$ cat config.mk
export PLATFORM = sky130hd
export DESIGN_NAME = sgl_ctrl
export DESIGN_NICKNAME = d
export VERILOG_FILES = /design/src/design/assert_macros.svh /design/src/design/sgl_pkg.sv /design/src/design/sgl_ctrl.sv
export SDC_FILE = /design/constraint.sdc
export NUM_CORES = 1
export LEC_CHECK = 0
export BUFFER_PORTS_ARGS = -buffer_cell sky130_fd_sc_hd__buf_2
export CORE_AREA = 5 5 42 44
export CTS_BUF_LIST = sky130_fd_sc_hd__clkbuf_4
export DETAILED_ROUTE_END_ITERATION = 10
export DIE_AREA = 0 0 47 49
export PLACE_DENSITY_LB_ADDON = 0.25
export RECOVER_POWER = 50
export SETUP_SLACK_MARGIN = 0.3
export SYNTH_ARGS = -nofsm -noshare
export SYNTH_HDL_FRONTEND = slang
export SYNTH_SLANG_ARGS = --single-unit
$ cat constraint.sdc
create_clock -name clk -period 0.8 [get_ports clk]
set_input_delay 0.16 -clock clk [delete_from_list [all_inputs] [get_ports clk]]
set_output_delay 0.16 -clock clk [all_outputs]
set_load 0.02 [all_outputs]
$ cat src/design/assert_macros.svh
// ----------------------------------------------------------------------------
// Assertion macros
// Shared concurrent assertion forms. Every use samples on clk and is held
// off while rst_n is low.
// ----------------------------------------------------------------------------
`ifndef ASSERT_MACROS_SVH
`define ASSERT_MACROS_SVH

// The consequent must hold in the same cycle as the antecedent.
`define SGL_ASSERT_IMP(lbl, ante, cons) \
  lbl: assert property (@(posedge clk) disable iff (!rst_n) (ante) |-> (cons)) \
    else $error("sgl: same-cycle check failed");

// The consequent must hold in the cycle after the antecedent.
`define SGL_ASSERT_NXT(lbl, ante, cons) \
  lbl: assert property (@(posedge clk) disable iff (!rst_n) (ante) |=> (cons)) \
    else $error("sgl: next-cycle check failed");

`endif

$ cat src/design/sgl_pkg.sv
// ----------------------------------------------------------------------------
// sgl_pkg
// Types and constants shared by the scatter/gather list builder modules.
// ----------------------------------------------------------------------------
`default_nettype none

package sgl_pkg;

  // Fixed field widths and limits.
  localparam int ADDR_W      = 48;
  localparam int LEN_W       = 32;
  localparam int CHUNK_W     = 13;
  localparam int PAGE_BYTES  = 4096;
  localparam int CFG_ADDR_W  = 3;

  // Actions.
  localparam logic [1:0] ACT_APPEND = 2'd0;
  localparam logic [1:0] ACT_READ   = 2'd1;
  localparam logic [1:0] ACT_CLEAR  = 2'd2;

  // Result status codes.
  localparam logic [1:0] STAT_OK      = 2'd0;
  localparam logic [1:0] STAT_FULL    = 2'd1;
  localparam logic [1:0] STAT_INVALID = 2'd2;
  localparam logic [1:0] STAT_IGNORED = 2'd3;

  // Register map: register index and reset value.
  localparam logic       REG_MAX_SEGS   = 1'b0;
  localparam logic [6:0] MAX_SEGS_RESET = 7'd64;

  // One input request.
  typedef struct packed {
    logic [1:0]         action;
    logic [ADDR_W-1:0]  chunk_addr;
    logic [CHUNK_W-1:0] chunk_len;
    logic               request_last;
    logic [5:0]         entry_index;
  } sgl_in_t;

  // One result.
  typedef struct packed {
    logic [1:0]        status;
    logic [6:0]        segment_count;
    logic [ADDR_W-1:0] read_addr;
    logic [LEN_W-1:0]  read_len;
    logic              merged;
  } sgl_out_t;

  // Controller states.
  typedef enum logic [1:0] {
    S_IDLE,
    S_EXEC,
    S_READ
  } sgl_state_t;

  // Commands from the controller to the datapath.
  typedef struct packed {
    logic load_in;
    logic exec;
    logic rd_issue;
    logic rd_finish;
  } sgl_cmd_t;

  // Status from the datapath to the controller.
  typedef struct packed {
    logic read_ok;
  } sgl_sts_t;

endpackage

`default_nettype wire

$ cat src/design/sgl_ctrl.sv
// ----------------------------------------------------------------------------
// sgl_ctrl
// Controller: sequences capture, execution and table reads of one request,
// and owns both channel handshakes.
// ----------------------------------------------------------------------------
`default_nettype none

module sgl_ctrl (
  input  wire               clk,
  input  wire               rst_n,
  input  wire               in_valid,
  output logic              in_ready,
  output logic              out_valid,
  input  wire               out_ready,
  input  sgl_pkg::sgl_sts_t sts,
  output sgl_pkg::sgl_cmd_t cmd
);
  import sgl_pkg::*;

  sgl_state_t state_r, state_nxt;
  logic       out_valid_r, out_valid_nxt;
  logic       out_free;

  // The result register can take a new value when it is empty or draining.
  assign out_free  = !out_valid_r || out_ready;
  assign out_valid = out_valid_r;

  // State and result-valid registers.
  always_ff @(posedge clk) begin
    if (!rst_n) begin
      state_r     <= S_IDLE;
      out_valid_r <= 1'b0;
    end else begin
      state_r     <= state_nxt;
      out_valid_r <= out_valid_nxt;
    end
  end

  // Next state and commands.
  always_comb begin
    state_nxt = state_r;
    cmd       = '0;
    in_ready  = 1'b0;
    case (state_r)
      S_IDLE: begin
        in_ready = 1'b1;
        if (in_valid) begin
          cmd.load_in = 1'b1;
          state_nxt   = S_EXEC;
        end
      end
      S_EXEC: begin
        if (sts.read_ok) begin
          cmd.rd_issue = 1'b1;
          state_nxt    = S_READ;
        end else if (out_free) begin
          cmd.exec  = 1'b1;
          state_nxt = S_IDLE;
        end
      end
      S_READ: begin
        if (out_free) begin
          cmd.rd_finish = 1'b1;
          state_nxt     = S_IDLE;
        end
      end
      default: begin
        state_nxt = S_IDLE;
      end
    endcase

    // A loaded result stays valid until it is taken.
    if (cmd.exec || cmd.rd_finish) begin
      out_valid_nxt = 1'b1;
    end else if (out_ready) begin
      out_valid_nxt = 1'b0;
    end else begin
      out_valid_nxt = out_valid_r;
    end
  end

endmodule

`default_nettype wire

==> results <==
- The initial antenna violation count was 0.
- The count of yosys warnings during synthesis is 0.
- CTS saw 3 sinks.
- The checks that failed: setup timing.
- The die is 47 um wide.
- The placer's final routability congestion estimate is 0.7055.
- Counting both buffers and inverters, the worst setup path holds a total of 1.
- Once the floorplan was initialized, standard cells occupied 12.41% of the core.
- The flow ran to the end, but the final reports show violations.
- The leftover overflow at the end of global routing is 0.
- The maximum single-stage delay on the critical path is 0.36 ns.
- The cell at the root of the clock tree is clkbuf_4.
- The kind of start point of the critical path is a flop.
- Max-cap violations in this run came to 0.
- The power density over the cells is 1455 nW/um^2.
- Counting the fill cells in the layout gives 150.
- The final cell area excluding filler cells is 425.4 um^2.
- The endpoint identified for the worst register-to-register timing path is state_r[1].
- Grouping stages by cell kind, the critical path spends the most delay in flip-flops.
- The initial DRC count is 6.
- The non-filler instance count after layout is 54.
- The routed length per instance is 10.00 um.
- The first global-routing pass estimated 979 um of wire.
- The region available for standard cell placement spans 1401 um^2.
- Timing would allow up to 816.2 MHz.
- The number of synthesized register bits is 3.
- The number of antenna diodes in the final layout is 0.
- Counting the buffers created by CTS gives 3.
- The beginning of the critical path is state_r[0].
- The final critical path takes up 153.1% of the cycle.
- The remaining max-slew budget at the tightest pin is 89.12%.
- The count of nets after finishing is 44.
- The worst setup slack before clock tree synthesis is -0.2310 ns.
- At the worst endpoint, the required time is 0.64 ns.
- The critical path is of the reg -> out type.
- The setup TNS after final layout is -2.493 ns.
- The area of the die is 2303 um^2.
- Port buffering added 10 buffers.
- The number of core rows is 14.
- The cell count after placement is 46.
- The most common library cell in the layout ignoring fill and taps is buf_6.
- For the pin with the worst max-slew slack, the measured transition is 0.1629 ns.
- The worst setup skew after layout is 0.0004735 ns.
- The max-slew violation total from the final report was 0.
- The largest net degree at the start of global routing is 7.
- The startpoint identified for the worst register-to-register timing path is state_r[0].
- The critical path goes through nor3b_4 > nor2b_4 > buf_6.
- The cell count after synthesis is 18.
- The post-CTS clock slew at the launch and capture registers of the worst setup and hold paths is 0.04 ns.
- Compared with the post-synthesis result, the final layout area differs by 144.6%.
- The overall die height is 49 um.
- The worst path in the final design needs a cycle of 1.225 ns, including I/O delays and setup.
- The post-synthesis sequential area ratio is 34.53%.
- Setup slack on the critical path of the routed design comes to -0.4251 ns.
- The worst-skew pair later-pin latency is 0.23 ns.
- Across every metal layer, demand over resource in global routing totals 6.474%.
- The final wirelength is 540 um.
- The synthesized net count is 23.
- The setup check on the worst reg-to-reg path leaves a slack of -0.25 ns.
- The leakage power figure is 0.1874 nW.
- The worst path arrival time is 1.07 ns.
- The type of destination of the critical path is a primary output.
- Setup repair after global routing could not meet its margin everywhere.
- In this run the cell area measured after placement is 302.8 um^2.
- The routed layout has 203 vias.
- Measured in cells, the most critical reg-to-reg path has a length of 4.
- The maximum fanout along the worst path is 4.
- The total stage count of the critical path is 3.
- The path category of the worst min-delay check is in -> reg.
- A synthesized cell averages 9.662 um^2.
- The clock tree from TritonCTS is done.
- Summing every instance area after synthesis gives 173.9 um^2.
- The post-detailed-route count of antenna-violating nets is 0.
- The number of iterations in the first detailed-routing pass is 4.
- The count of endpoints failing hold in the final timing report is 0.
- In the layout the commonest cells are buf_6 (8), clkbuf_4 (4), buf_2 (4), buf_4 (4).
- In this run the count of I/O pins placed on the die edge is 11.
- The number of endpoints failing setup at the final stage is 8.
- VDD sags by at most 0.0008122 V.
- The number of global-route vias before repair is 228.
- Following the worst setup path forward leads to its endpoint at cmd[2].
- Yosys mapped the design onto 12 distinct sky130hd cell types.
- In this run the number of H-tree levels came out at 1.
- The number of buffers on the longest clock path is 2.
- For this design, the slowest cell found on the critical path is dfxtp_4.
- The number of DRC violations after detailed routing is 0.
- The ratio of routed vias to standard cells is 3.759.
- Cells with a size suffix above 1 make up 84.21% of the layout.
[Yosys cell counts]
cell type	number	share of area (%)
nand2b_1	2	7.2
o21a_1	1	4.3
and2_1	1	3.6
o31a_1	1	5.0
dfxtp_1	3	35
and4bb_1	1	7.2
nor2_1	1	2.2
a21oi_1	1	2.9
nor3b_2	1	7.2
nor2b_1	4	14
and3b_1	1	5.0
nand4bb_1	1	6.5
[flip-flops by register name, summed over array words and instances, names as in the netlist]
| signal | cells |
|---|---|
| out_valid | 1 |
| state_r | 2 |
[layer usage]
layer | share of wire (%) | global-route usage (%) | vias up
li1 | - | - | 103
met1 | 44 | 7.237 | 88
met2 | 43 | 6.561 | 12
met3 | 13 | 6.642 | 0
met4 | 0 | 5.530 | 0
met5 | 0 | 0 | -
[final cells by class]
cell class,count,area [um^2],share of cell area [%]
multi-input combinational,15,163.9,38.53
timing repair buffer,16,140.1,32.94
sequential,3,71.32,16.76
clock buffer,4,30.03,7.059
tap,16,20.02,4.706
[metrics by stage]
step | total power [mW] | utilization [%] | hold slack, ns
final | 0.6190 | 30.36 | 0.1762
after global routing | 0.6650 | 30.36 | 0.1700
after CTS | 0.6075 | 27.41 | 0.1700
after detailed placement | 0.2667 | 21.61 | 0.4149
after global placement | 0.2650 | 21.61 | 0.4068
after floorplan | 0.2227 | - | 0.2769
[kinds of logic (layout without fill, tap and decap cells)]
| family | Yosys count | in the layout | synth area share, % |
|---|---|---|---|
| buffers and inverters | 0 | 20 | 0 |
| DFF | 3 | 3 | 34.53 |
| and+or+nand+nor | 12 | 12 | 53.23 |
| AOI/OAI and AO/OA | 3 | 3 | 12.23 |
[how the worst min path moves through the flow]
stage | from | end | cells after the start
finish | rst_n | state_r[1] | 2
global route | rst_n | state_r[1] | 2
CTS | rst_n | state_r[1] | 2
detailed placement | rst_n | state_r[1] | 2
global placement | rst_n | state_r[1] | 2
floorplan | rst_n | state_r[1] | 1
[power breakdown]
| group | total (mW) | switching, mW | internal (mW) |
|---|---|---|---|
| logic | 0.156 | 0.0609 | 0.0952 |
| clock network | 0.300 | 0.0789 | 0.221 |
| registers | 0.163 | 0.0104 | 0.153 |
| total | 0.619 | 0.150 | 0.469 |
[timing repair]
action / 4_1_cts / 5_1_grt
hold buffers: 0 / 0
buffers inserted: 1 / 3
resized for setup: 14 / 4
setup endpoints to repair: 9 / 9
pin swaps: 2 / 4
(Power assumes the default switching activity.)
